File: src/hdl/cfsg_pkg.sv
package cfsg_pkg;

  // recognised frames: identifier and data length
  localparam logic [31:0] KeyFrameId     = 32'h92F85150;
  localparam logic [31:0] DoorAFrameId   = 32'h92F83010;
  localparam logic [31:0] DoorBFrameId   = 32'h92F84010;
  localparam logic [31:0] DoorCFrameId   = 32'h92F84310;
  localparam logic [31:0] BrightFrameId  = 32'h92F85450;
  localparam logic [31:0] LampFrameId    = 32'h8AF81110;
  localparam logic [31:0] SpeedFrameId   = 32'h92F85050;
  localparam logic [31:0] TempFrameId    = 32'h92F96250;
  localparam logic [31:0] CoolantFrameId = 32'h92F85250;

  localparam logic [3:0] KeyFrameLen     = 4'd5;
  localparam logic [3:0] DoorFrameLen    = 4'd1;
  localparam logic [3:0] BrightFrameLen  = 4'd8;
  localparam logic [3:0] LampFrameLen    = 4'd2;
  localparam logic [3:0] SpeedFrameLen   = 4'd5;
  localparam logic [3:0] TempFrameLen    = 4'd7;
  localparam logic [3:0] CoolantFrameLen = 4'd4;

  // key byte codes and key positions
  localparam logic [7:0] KeyCodeRun    = 8'h02;
  localparam logic [7:0] KeyCodeAccA   = 8'h40;
  localparam logic [7:0] KeyCodeAccB   = 8'h60;
  localparam logic [7:0] KeyCodeLocked = 8'h00;
  localparam logic [2:0] KeyPosOff     = 3'd0;
  localparam logic [2:0] KeyPosRun     = 3'd1;
  localparam logic [2:0] KeyPosAcc     = 3'd2;
  localparam logic [2:0] KeyPosLocked  = 3'd4;

  // message bytes
  localparam logic [7:0] BroadcastPrefix = 8'hA1;
  localparam logic [7:0] MsgKindKey      = 8'h02;
  localparam logic [7:0] MsgKindDoors    = 8'h43;
  localparam logic [7:0] MsgKindBright   = 8'h10;
  localparam logic [7:0] MsgKindLamps    = 8'h11;
  localparam logic [7:0] MsgKindGauge    = 8'h1F;
  localparam logic [7:0] GaugeTemp       = 8'h03;
  localparam logic [7:0] GaugeSpeed      = 8'h04;
  localparam logic [7:0] GaugeCoolant    = 8'h05;
  localparam logic [7:0] SpeedUnit       = 8'h01;
  localparam logic [7:0] TempFlagBase    = 8'h12;
  localparam logic [7:0] TempFlagNeg     = 8'h08;
  localparam logic [7:0] TempFlagFahr    = 8'h80;
  localparam logic [7:0] CoolFlagBase    = 8'h81;
  localparam logic [7:0] CoolFlagNeg     = 8'h08;
  localparam logic [7:0] NormFull        = 8'hFF;

  localparam logic [2:0] LenKey     = 3'd3;
  localparam logic [2:0] LenDoors   = 3'd3;
  localparam logic [2:0] LenBright  = 3'd4;
  localparam logic [2:0] LenLamps   = 3'd4;
  localparam logic [2:0] LenSpeed   = 3'd5;
  localparam logic [2:0] LenCoolant = 3'd5;
  localparam logic [2:0] LenTemp    = 3'd6;

  // reset values of the stored state
  localparam logic [4:0]  BrightReset    = 5'd22;
  localparam logic [4:0]  BrightFull     = 5'd22;
  localparam logic [13:0] ShownTempReset = 14'd50;
  localparam logic [7:0]  CoolantReset   = 8'd53;

  // temperature conversion constants
  localparam logic [7:0]  RawOffset    = 8'd40;   // raw value of zero degrees
  localparam logic [7:0]  RawFreezing  = 8'd72;   // raw value of 32 degrees
  localparam logic [7:0]  RawFahrSign  = 8'd23;   // below this 9*raw-200 is negative
  localparam logic [11:0] FahrOffset   = 12'd200;
  localparam logic [12:0] Recip9       = 13'd7282;  // 2^16/9 rounded up
  localparam logic [13:0] Recip5       = 14'd13108; // 2^16/5 rounded up
  localparam logic [7:0]  CoolOffset   = 8'd40;

  localparam int unsigned MaxMsgs = 3;

  typedef struct packed {
    logic [31:0] frame_id;
    logic [3:0]  frame_len;
    logic [7:0]  data_0;
    logic [7:0]  data_1;
    logic [7:0]  data_2;
    logic [7:0]  data_3;
    logic [7:0]  data_4;
    logic [7:0]  data_5;
    logic [7:0]  data_6;
    logic [7:0]  data_7;
  } in_item_t;

  typedef struct packed {
    logic [2:0] msg_len;
    logic [7:0] byte_0;
    logic [7:0] byte_1;
    logic [7:0] byte_2;
    logic [7:0] byte_3;
    logic [7:0] byte_4;
    logic [7:0] byte_5;
    logic       last;
  } out_item_t;

  typedef struct packed {
    logic        neg;
    logic [12:0] mag;
  } temp_val_t;

  typedef struct packed {
    logic [1:0]                   cnt;
    out_item_t [MaxMsgs-1:0]      msg;
  } msg_burst_t;

  typedef enum logic [3:0] {
    FrameNone,
    FrameKey,
    FrameDoorA,
    FrameDoorB,
    FrameDoorC,
    FrameBright,
    FrameLamps,
    FrameSpeed,
    FrameTemp,
    FrameCoolant
  } frame_kind_e;

  // build one message with the broadcast prefix
  function automatic out_item_t mk_msg(input logic [2:0] len, input logic [7:0] b1,
                                       input logic [7:0] b2, input logic [7:0] b3,
                                       input logic [7:0] b4, input logic [7:0] b5);
    out_item_t m;
    m.msg_len = len;
    m.byte_0  = BroadcastPrefix;
    m.byte_1  = b1;
    m.byte_2  = b2;
    m.byte_3  = b3;
    m.byte_4  = b4;
    m.byte_5  = b5;
    m.last    = 1'b0;
    return m;
  endfunction

endpackage

File: src/hdl/cfsg_temp_conv.sv
module cfsg_temp_conv (
  input  logic                 show_celsius_i,
  input  logic                 src_fahrenheit_i,
  input  logic [7:0]           raw_i,
  output cfsg_pkg::temp_val_t  temp_o
);
  import cfsg_pkg::*;

  logic        c_neg;
  logic [7:0]  c_dist;
  logic [10:0] c_x;
  logic [23:0] c_prod;
  logic [7:0]  c_q;
  logic [12:0] c_mag;

  logic        f_neg;
  logic [11:0] f_nine;
  logic [12:0] f_x;
  logic [25:0] f_prod;
  logic [9:0]  f_q;
  logic [12:0] f_mag;

  logic        s_neg;
  logic [7:0]  s_dist;
  logic [12:0] s_mag;

  logic        sel_neg;
  logic [12:0] sel_mag;

  // fahrenheit source shown in celsius: 5*floor(10k/9) or -10*floor(5|k|/9), k = raw-72
  assign c_neg  = raw_i < RawFreezing;
  assign c_dist = c_neg ? (RawFreezing - raw_i) : (raw_i - RawFreezing);
  assign c_x    = c_neg ? ((11'(c_dist) << 2) + 11'(c_dist))
                        : ((11'(c_dist) << 3) + (11'(c_dist) << 1));
  assign c_prod = 24'(c_x) * 24'(Recip9);
  assign c_q    = c_prod[23:16];
  assign c_mag  = c_neg ? ((13'(c_q) << 3) + (13'(c_q) << 1))
                        : ((13'(c_q) << 2) + 13'(c_q));

  // celsius source shown in fahrenheit: t = 2u, u = 9*raw-200
  assign f_neg  = raw_i < RawFahrSign;
  assign f_nine = (12'(raw_i) << 3) + 12'(raw_i);
  assign f_x    = f_neg ? 13'(FahrOffset - f_nine) : {f_nine - FahrOffset, 1'b0};
  assign f_prod = 26'(f_x) * 26'(Recip5);
  assign f_q    = f_prod[25:16];
  assign f_mag  = f_neg ? ((13'(f_q) << 3) + (13'(f_q) << 1))
                        : ((13'(f_q) << 2) + 13'(f_q));

  // same unit: ten times the offset value
  assign s_neg  = raw_i < RawOffset;
  assign s_dist = s_neg ? (RawOffset - raw_i) : (raw_i - RawOffset);
  assign s_mag  = (13'(s_dist) << 3) + (13'(s_dist) << 1);

  // pick the path, a zero magnitude is never negative
  always_comb begin
    if (show_celsius_i != src_fahrenheit_i) begin
      sel_neg = s_neg;
      sel_mag = s_mag;
    end else if (show_celsius_i) begin
      sel_neg = c_neg;
      sel_mag = c_mag;
    end else begin
      sel_neg = f_neg;
      sel_mag = f_mag;
    end
  end

  assign temp_o.neg = sel_neg && (sel_mag != '0);
  assign temp_o.mag = sel_mag;

endmodule

File: src/hdl/cfsg_frame_proc.sv
module cfsg_frame_proc (
  input  logic                  clk_i,
  input  logic                  rst_ni,
  input  logic                  load_i,
  input  logic                  show_celsius_i,
  input  cfsg_pkg::in_item_t    frame_i,
  output cfsg_pkg::msg_burst_t  burst_o
);
  import cfsg_pkg::*;

  typedef struct packed {
    logic [2:0]  key_position;
    logic [7:0]  door_bits;
    logic [4:0]  dash_brightness;
    logic        headlights_on;
    logic        night_flag;
    logic [7:0]  front_lamp_bits;
    logic [7:0]  rear_lamp_bits;
    logic [7:0]  speed_value;
    logic [7:0]  raw_outside_temp;
    logic        source_fahrenheit;
    logic [13:0] shown_outside_temp;
    logic [7:0]  raw_coolant_temp;
  } veh_state_t;

  veh_state_t  st_q, st_d;
  frame_kind_e kind;
  temp_val_t   temp;
  logic [13:0] shown_new;
  logic [2:0]  key_new;
  logic [7:0]  front_new;
  logic [7:0]  rear_new;
  logic        hood_new;
  logic [7:0]  norm;
  logic [7:0]  temp_flags;
  logic        cool_low;
  logic [7:0]  cool_mag;
  logic [1:0]  door_cnt;
  out_item_t   doors_item;

  // frame decode
  always_comb begin
    priority if (frame_i.frame_id == KeyFrameId && frame_i.frame_len == KeyFrameLen) begin
      kind = FrameKey;
    end else if (frame_i.frame_id == DoorAFrameId && frame_i.frame_len == DoorFrameLen) begin
      kind = FrameDoorA;
    end else if (frame_i.frame_id == DoorBFrameId && frame_i.frame_len == DoorFrameLen) begin
      kind = FrameDoorB;
    end else if (frame_i.frame_id == DoorCFrameId && frame_i.frame_len == DoorFrameLen) begin
      kind = FrameDoorC;
    end else if (frame_i.frame_id == BrightFrameId && frame_i.frame_len == BrightFrameLen) begin
      kind = FrameBright;
    end else if (frame_i.frame_id == LampFrameId && frame_i.frame_len == LampFrameLen) begin
      kind = FrameLamps;
    end else if (frame_i.frame_id == SpeedFrameId && frame_i.frame_len == SpeedFrameLen) begin
      kind = FrameSpeed;
    end else if (frame_i.frame_id == TempFrameId && frame_i.frame_len == TempFrameLen) begin
      kind = FrameTemp;
    end else if (frame_i.frame_id == CoolantFrameId
                 && frame_i.frame_len == CoolantFrameLen) begin
      kind = FrameCoolant;
    end else begin
      kind = FrameNone;
    end
  end

  // key byte to key position, unknown codes keep the key
  always_comb begin
    priority if (frame_i.data_2 == KeyCodeRun) begin
      key_new = KeyPosRun;
    end else if (frame_i.data_2 == KeyCodeAccA || frame_i.data_2 == KeyCodeAccB) begin
      key_new = KeyPosAcc;
    end else if (frame_i.data_2 == KeyCodeLocked) begin
      key_new = KeyPosLocked;
    end else begin
      key_new = st_q.key_position;
    end
  end

  // lamp and hood bits
  assign front_new = {3'b000, frame_i.data_1[7], frame_i.data_0[6], frame_i.data_0[0],
                      frame_i.data_0[1], frame_i.data_0[3]};
  assign rear_new  = {2'b00, frame_i.data_1[6], frame_i.data_1[3], 4'b0000};
  assign hood_new  = frame_i.data_0[7];

  // outside temperature
  cfsg_temp_conv u_temp_conv (
    .show_celsius_i   (show_celsius_i),
    .src_fahrenheit_i (frame_i.data_0[1]),
    .raw_i            (frame_i.data_2),
    .temp_o           (temp)
  );

  assign shown_new  = temp.neg ? (14'd0 - {1'b0, temp.mag}) : {1'b0, temp.mag};
  assign temp_flags = TempFlagBase | (temp.neg ? TempFlagNeg : 8'h00)
                      | (show_celsius_i ? 8'h00 : TempFlagFahr);

  // coolant magnitude and sign
  assign cool_low = frame_i.data_0 < CoolOffset;
  assign cool_mag = cool_low ? (CoolOffset - frame_i.data_0) : (frame_i.data_0 - CoolOffset);

  assign door_cnt = (st_q.key_position == KeyPosOff) ? 2'd2 : 2'd1;

  // next state and message burst
  always_comb begin
    st_d       = st_q;
    burst_o    = '0;
    doors_item = '0;
    norm       = '0;
    unique case (kind)
      FrameKey: begin
        st_d.key_position = key_new;
        burst_o.msg[0] = mk_msg(LenKey, MsgKindKey, {5'b00000, key_new}, 8'h00, 8'h00, 8'h00);
        burst_o.msg[1] = burst_o.msg[0];
        if (key_new != st_q.key_position) begin
          burst_o.cnt = (st_q.key_position == KeyPosOff) ? 2'd2 : 2'd1;
        end
      end
      FrameDoorA, FrameDoorB, FrameDoorC: begin
        if (kind == FrameDoorA) begin
          st_d.door_bits[1] = frame_i.data_0[5];
          st_d.door_bits[3] = frame_i.data_0[7];
        end else if (kind == FrameDoorB) begin
          st_d.door_bits[0] = frame_i.data_0[4];
          st_d.door_bits[2] = frame_i.data_0[6];
        end else begin
          st_d.door_bits[4] = frame_i.data_0[7];
        end
        doors_item = mk_msg(LenDoors, MsgKindDoors, st_d.door_bits, 8'h00, 8'h00, 8'h00);
        burst_o.msg[0] = doors_item;
        burst_o.msg[1] = doors_item;
        if (st_d.door_bits != st_q.door_bits) begin
          burst_o.cnt = door_cnt;
        end
      end
      FrameBright: begin
        st_d.dash_brightness = frame_i.data_0[4:0];
        st_d.headlights_on   = frame_i.data_0[6];
        st_d.night_flag      = frame_i.data_5[6];
        if (st_d.dash_brightness >= BrightFull) begin
          norm = NormFull;
        end else begin
          norm = (8'(st_d.dash_brightness) << 3) + (8'(st_d.dash_brightness) << 1)
                 + 8'(st_d.dash_brightness);
        end
        burst_o.msg[0] = mk_msg(LenBright, MsgKindBright, norm,
                                {st_d.night_flag, 6'b000000, st_d.headlights_on},
                                8'h00, 8'h00);
        burst_o.msg[1] = burst_o.msg[0];
        if (st_d.dash_brightness != st_q.dash_brightness
            || st_d.headlights_on != st_q.headlights_on
            || st_d.night_flag != st_q.night_flag) begin
          burst_o.cnt = door_cnt;
        end
      end
      FrameLamps: begin
        st_d.front_lamp_bits = front_new;
        st_d.rear_lamp_bits  = rear_new;
        st_d.door_bits[5]    = hood_new;
        doors_item = mk_msg(LenDoors, MsgKindDoors, st_d.door_bits, 8'h00, 8'h00, 8'h00);
        if (front_new != st_q.front_lamp_bits || rear_new != st_q.rear_lamp_bits) begin
          burst_o.msg[0] = mk_msg(LenLamps, MsgKindLamps, front_new, rear_new,
                                  8'h00, 8'h00);
          burst_o.msg[1] = doors_item;
          burst_o.msg[2] = doors_item;
          burst_o.cnt    = (hood_new != st_q.door_bits[5]) ? (2'd1 + door_cnt) : 2'd1;
        end else begin
          burst_o.msg[0] = doors_item;
          burst_o.msg[1] = doors_item;
          burst_o.cnt    = (hood_new != st_q.door_bits[5]) ? door_cnt : 2'd0;
        end
      end
      FrameSpeed: begin
        st_d.speed_value = frame_i.data_0;
        burst_o.msg[0] = mk_msg(LenSpeed, MsgKindGauge, GaugeSpeed, SpeedUnit,
                                frame_i.data_0, 8'h00);
        if (frame_i.data_0 != st_q.speed_value) begin
          burst_o.cnt = 2'd1;
        end
      end
      FrameTemp: begin
        st_d.source_fahrenheit  = frame_i.data_0[1];
        st_d.raw_outside_temp   = frame_i.data_2;
        st_d.shown_outside_temp = shown_new;
        burst_o.msg[0] = mk_msg(LenTemp, MsgKindGauge, GaugeTemp, temp_flags,
                                {3'b000, temp.mag[12:8]}, temp.mag[7:0]);
        if (st_d.source_fahrenheit != st_q.source_fahrenheit
            || st_d.raw_outside_temp != st_q.raw_outside_temp
            || shown_new != st_q.shown_outside_temp) begin
          burst_o.cnt = 2'd1;
        end
      end
      FrameCoolant: begin
        st_d.raw_coolant_temp = frame_i.data_0;
        burst_o.msg[0] = mk_msg(LenCoolant, MsgKindGauge, GaugeCoolant,
                                CoolFlagBase | (cool_low ? CoolFlagNeg : 8'h00),
                                cool_mag, 8'h00);
        if (frame_i.data_0 != st_q.raw_coolant_temp) begin
          burst_o.cnt = 2'd1;
        end
      end
      FrameNone: begin
        burst_o.cnt = 2'd0;
      end
      default: begin
        burst_o.cnt = 2'd0;
      end
    endcase
    // mark the final message of the burst
    for (int i = 0; i < MaxMsgs; i++) begin
      burst_o.msg[i].last = (burst_o.cnt == 2'(i + 1));
    end
  end

  // stored vehicle state
  always_ff @(posedge clk_i or negedge rst_ni) begin
    if (!rst_ni) begin
      st_q.key_position       <= KeyPosOff;
      st_q.door_bits          <= '0;
      st_q.dash_brightness    <= BrightReset;
      st_q.headlights_on      <= 1'b0;
      st_q.night_flag         <= 1'b0;
      st_q.front_lamp_bits    <= '0;
      st_q.rear_lamp_bits     <= '0;
      st_q.speed_value        <= '0;
      st_q.raw_outside_temp   <= '0;
      st_q.source_fahrenheit  <= 1'b0;
      st_q.shown_outside_temp <= ShownTempReset;
      st_q.raw_coolant_temp   <= CoolantReset;
    end else if (load_i) begin
      st_q <= st_d;
    end
  end

endmodule

File: src/hdl/cfsg_msg_queue.sv
module cfsg_msg_queue (
  input  logic                  clk_i,
  input  logic                  rst_ni,
  input  logic                  load_i,
  input  cfsg_pkg::msg_burst_t  burst_i,
  output logic                  free_o,
  output logic                  out_valid_o,
  input  logic                  out_stall_i,
  output cfsg_pkg::out_item_t   out_data_o
);
  import cfsg_pkg::*;

  logic [1:0]              cnt_q;
  out_item_t [MaxMsgs-1:0] msg_q;
  logic                    take;

  // head of the burst is always in slot 0
  assign out_valid_o = cnt_q != 2'd0;
  assign out_data_o  = msg_q[0];
  assign take        = out_valid_o && !out_stall_i;
  assign free_o      = (cnt_q == 2'd0) || (cnt_q == 2'd1 && take);

  // message count
  always_ff @(posedge clk_i or negedge rst_ni) begin
    if (!rst_ni) begin
      cnt_q <= 2'd0;
    end else if (load_i) begin
      cnt_q <= burst_i.cnt;
    end else if (take) begin
      cnt_q <= cnt_q - 2'd1;
    end
  end

  // message slots, shifted down on each transfer
  always_ff @(posedge clk_i) begin
    if (load_i) begin
      msg_q <= burst_i.msg;
    end else if (take) begin
      msg_q[0] <= msg_q[1];
      msg_q[1] <= msg_q[2];
    end
  end

endmodule

File: src/hdl/can_frame_to_status_message_gateway_core.sv
// channel  dir  handshake                  payload
// in       in   in_valid_i / in_stall_o    cfsg_pkg::in_item_t, one received frame
// out      out  out_valid_o / out_stall_i  cfsg_pkg::out_item_t, one status message
// cfg      in   cfg_valid_i / cfg_ready_o  cfg_data_i, show_celsius
//
// A frame is held in the input register, then is decoded, updates the
// stored state and loads its 0 to 3 messages into the message queue together.
// The queue sends one message per cycle while the output does not stall, and it takes
// the next frame's burst as its last message leaves: the message queue sets the rate.
// Reset is asynchronous, active low, and restores all stored vehicle state.
// A stall on the output holds the queue; the input stalls only once the input
// register is full and the queue cannot take its burst.
module can_frame_to_status_message_gateway_core (
  input  logic                 clk_i,
  input  logic                 rst_ni,
  input  logic                 in_valid_i,
  output logic                 in_stall_o,
  input  cfsg_pkg::in_item_t   in_data_i,
  output logic                 out_valid_o,
  input  logic                 out_stall_i,
  output cfsg_pkg::out_item_t  out_data_o,
  input  logic                 cfg_valid_i,
  output logic                 cfg_ready_o,
  input  logic                 cfg_data_i
);
  import cfsg_pkg::*;

  logic        in_vld_q;
  in_item_t    in_q;
  logic        show_celsius_q;
  logic        free;
  logic        load;
  logic        in_take;
  msg_burst_t  burst;

  // input register handshake
  assign load       = in_vld_q && free;
  assign in_stall_o = in_vld_q && !load;
  assign in_take    = in_valid_i && !in_stall_o;

  always_ff @(posedge clk_i or negedge rst_ni) begin
    if (!rst_ni) begin
      in_vld_q <= 1'b0;
    end else if (in_take) begin
      in_vld_q <= 1'b1;
    end else if (load) begin
      in_vld_q <= 1'b0;
    end
  end

  always_ff @(posedge clk_i) begin
    if (in_take) begin
      in_q <= in_data_i;
    end
  end

  // display unit register
  assign cfg_ready_o = 1'b1;

  always_ff @(posedge clk_i or negedge rst_ni) begin
    if (!rst_ni) begin
      show_celsius_q <= 1'b0;
    end else if (cfg_valid_i && cfg_ready_o) begin
      show_celsius_q <= cfg_data_i;
    end
  end

  // decode and state update
  cfsg_frame_proc u_frame_proc (
    .clk_i          (clk_i),
    .rst_ni         (rst_ni),
    .load_i         (load),
    .show_celsius_i (show_celsius_q),
    .frame_i        (in_q),
    .burst_o        (burst)
  );

  // message queue and output
  cfsg_msg_queue u_msg_queue (
    .clk_i       (clk_i),
    .rst_ni      (rst_ni),
    .load_i      (load),
    .burst_i     (burst),
    .free_o      (free),
    .out_valid_o (out_valid_o),
    .out_stall_i (out_stall_i),
    .out_data_o  (out_data_o)
  );

endmodule

File: config.mk
export PLATFORM = sky130hd
export DESIGN_NAME = can_frame_to_status_message_gateway_core
export DESIGN_NICKNAME = d
export VERILOG_FILES = /design/src/hdl/cfsg_pkg.sv /design/src/hdl/cfsg_temp_conv.sv /design/src/hdl/cfsg_frame_proc.sv /design/src/hdl/cfsg_msg_queue.sv /design/src/hdl/can_frame_to_status_message_gateway_core.sv
export SDC_FILE = /design/constraint.sdc
export NUM_CORES = 1
export LEC_CHECK = 0
export BUFFER_PORTS_ARGS = -buffer_cell sky130_fd_sc_hd__buf_2
export CAP_MARGIN = 40
export CORE_ASPECT_RATIO = 0.7
export CORE_UTILIZATION = 52
export DETAILED_ROUTE_END_ITERATION = 10
export GPL_TIMING_DRIVEN = 0
export PLACE_DENSITY = 0.71
export SLEW_MARGIN = 20
export SYNTH_ARGS = -nofsm -noshare
export SYNTH_HDL_FRONTEND = slang
export SYNTH_SLANG_ARGS = --single-unit
File: constraint.sdc
create_clock -name clk_i -period 29.9 [get_ports clk_i]
set_input_delay 2.99 -clock clk_i [delete_from_list [all_inputs] [get_ports clk_i]]
set_output_delay 2.99 -clock clk_i [all_outputs]
set_load 0.02 [all_outputs]
==> results.md <==
* Die extent in y at between 150 and 200 um
* Max incr delay on CP at 0.74 ns
* FF+latch area at 5210 um^2
* Finished Core Util at 59.2%
* Outcome: finished, final reports clean
* Synthesized area at ~18000 um^2
* Antenna viol nets, final at 0
* # DRC at 0
* Total setup buffers inserted after CTS at 0
* Post-synth EDFFs at approximately 120
* I/O Pins at 161
* Worst Tran Pin Value at 0.917 ns
* Met2 Use GR at 40.4%
* Worst Clk Skew at 0.0134 ns
* Crit Path Max Fanout at 8
* All-Layer GR Usage at about 29%
* Yosys cell types at between 90 and 100
* Max-slew violations at 0
* Fmax at approximately 75 MHz
* Core footprint at about 34000 um^2
* Met3 track demand over resource at 7.01%
* Share of cells above drive strength 1 at approximately 14%
* First-pass GRT wire length at between 70 and 80 mm
* Die Wd at ~230 um
* Seq/Total Area, Yosys at between 20 and 30%
* Post-synthesis cell count at 1965
* R2R setup slack at 16.56 ns
* Clock root cell: clkbuf_16
* Worst EP required at about 30 ns
* Met1 GRT Util at roughly 45%
* Average wire per standard cell at between 15 and 20 um
* # clock sinks at 184
* Worst Setup Start Kind: register
* Final setup fails at 0
* WS Path Type: reg -> reg
* Synth Area per Inst at between 9 and 10 um^2
* Clk_lat worst skew at about 0.45 ns
* Synth top area share at roughly 19%
* Antenna violations before repair at 2
* Initial DRC count at approximately 1.6k
* Slew margin rel. at a little under two fifths
* Synth area leaders: edfxtp_1 (19%), ha_1 (14%), fa_1 (9.1%), dfrtp_1 (7.7%), inv_1 (4.1%)
* Max-Cap Viols at 0
* Final hold vios at 0
* Maximum clock path buffer count at 2
* CTS tree: yes
* Placer Congestion at 0.974
* Final setup TNS at 0 ns
* CTS Buf Count at 17
* Cts hold-fix bufs at 0
* Min Clock Period, post-route at 13.34 ns
* Final WL at between 50 and 60 mm
* Type of the worst min-delay path: reg -> reg
* Synth Register Bits at roughly 180
* Total number of vias at ~15k
* Cts repair resizes at 0
* Hold WS at approximately 0.49 ns
* Async SR Flop Fraction at roughly 36%
* First-pass detailed-route iteration total at 7
* Crit-path leading delay family: adder cells
* Overflow after GRT at 0
* Std cell rows at between 50 and 60
* Multi-input logic area at between 10000 and 15000 um^2
* Final Net Count at 2511
* Fillcell total at 2997
* Top FF cell, synth: edfxtp_1
* Clock slew at reported path FFs at around 0.080 ns
* Gr busiest metal: met1
* Detailed placement HPWL at 41.3 mm
* IO buf count at 106
* Initial Util at about 54%
* Largest net degree at the start of global routing at 54
* DIE AREA at approximately 36000 um^2
* Largest area contributor in the netlist: edfxtp_1
* Vias per inst at 5.89
* Number of global-route vias before repair at around 14k
* Unrepaired setup endpoints after global routing: false
* CP bufs+invs at 8
* Endpoint class of the critical path: register
* Layout area overhead at 10.5%
* CP dominant cell by count: inv_1
* Critical Path AT at roughly 14 ns
* Fin crit share at between 40 and 50%
* Slowest cell on the critical path: nor4_1
* Yosys Warn Count at 0
* H-tree Lvls at 4
-- worst min-delay path: stages, from the launching register on --
cell and delay, ns:
dfrtp_1 0.35, nand2_1 0.05, o21ai_0 0.06
-- path summary, 6_finish.rpt --
kind / start / end / cells past startpoint
setup / recovery: in_q[40] / u_msg_queue.out_data_o[0] / 45
hold / removal: u_frame_proc.st_q[14] / u_frame_proc.st_q[14] / 2
setup reg to reg: in_q[40] / u_msg_queue.out_data_o[0] / 45
hold reg to reg: u_frame_proc.st_q[14] / u_frame_proc.st_q[14] / 2
max in group asynchronous: rst_ni / u_frame_proc.st_q[58] / 2
min in group asynchronous: rst_ni / u_msg_queue.cnt_q[0] / 1
-- state kept, by name (all words and copies together), names as in the netlist --
| signal | count |
|---|---|
| u_frame_proc.st_q | 62 |
| in_q | 56 |
| u_msg_queue.out_data_o | 39 |
| u_msg_queue.msg_q | 23 |
| u_msg_queue.cnt_q | 2 |
| in_vld_q | 1 |
| show_celsius_q | 1 |
-- through the flow --
stage	instances	cell area, um^2	setup slack [ns]
after global placement	2543	19300	16.80
after floorplan	1973	18200	18.90
final	2592	20100	16.56
after CTS	2585	20100	16.75
after global routing	2591	20100	15.62
after detailed placement	2553	19500	16.82
-- metal layers --
metal / share of wire [%] / wire [um] / vias to the layer above
met2: 40 / 20400 / 679
met1: 49 / 24900 / 7322
met5: 0.16 / 82 / -
li1: - / - / 7221
met3: 10 / 5350 / 43
met4: 0.87 / 444 / 4
-- synthesized netlist by cell type, types with 15 or more instances --
master    instances
a211oi_1         15
a21o_1           26
a21oi_1          99
and2_1           22
and3_1           16
buf_4            53
clkbuf_1         47
dfrtp_1          56
edfxtp_1        118
fa_1             83
ha_1            208
inv_1           199
mux2_2           28
mux2i_1          21
nand2_1         176
nand2b_1         18
nand3_1          40
nand4_1          15
nor2_1          121
nor3_1           50
nor4_1           21
o211ai_1         16
o21a_1           21
o21ai_0         115
or3_1            16
xnor2_1          76
xor2_1           52
-- cell families (layout without fill, tap and decap cells) --
logic type	after synthesis	in the layout	share of synthesized area (%)
fa+ha+maj	291	291	23.4
xor+xnor	129	129	6.29
mux	49	49	2.89
compound gates	428	428	15.5
other cells	2	11	0.0412
simple gates	568	568	15.6
flops	184	184	28.6
buf+inv	314	468	7.68
-- cells in the final DEF (no fill, tap or decap), types with 9 or more instances in the layout --
| master | n |
|---|---|
| nor3_1 | 49 |
| or3_1 | 16 |
| xnor2_1 | 76 |
| o21a_1 | 21 |
| edfxtp_1 | 118 |
| and3_1 | 16 |
| xor2_1 | 52 |
| fa_1 | 83 |
| nand4_1 | 15 |
| nand2b_1 | 18 |
| nor2b_1 | 12 |
| o211ai_1 | 16 |
| buf_4 | 55 |
| conb_1 | 10 |
| a31oi_1 | 12 |
| mux2i_1 | 21 |
| or2_2 | 9 |
| buf_2 | 116 |
| a22oi_1 | 13 |
| a21oi_1 | 99 |
| a211oi_1 | 15 |
| and2_1 | 21 |
| dfstp_2 | 10 |
| dfrtp_1 | 56 |
| o21ai_0 | 115 |
| o31ai_1 | 11 |
| ha_1 | 208 |
| a21o_1 | 26 |
| mux2_2 | 28 |
| nor2_1 | 121 |
| clkbuf_16 | 17 |
| nand3_1 | 40 |
| o21bai_1 | 11 |
| nor4_1 | 21 |
| nand2_1 | 176 |
| o22ai_1 | 9 |
| clkbuf_1 | 49 |
| inv_1 | 199 |
-- final cells by class --
type	count	area share (%)
multi-input combinational	1475	57.9
sequential	184	25.9
inverter	200	3.73
timing repair buffer	122	3.51
buffer	114	3.22
tap	464	2.88
clock buffer	20	2.22
clock inverter	12	0.665
antenna	1	0.0124
Power is not shown: default switching activity piles up to over one toggle a cycle in this logic, so the estimate is an artifact.
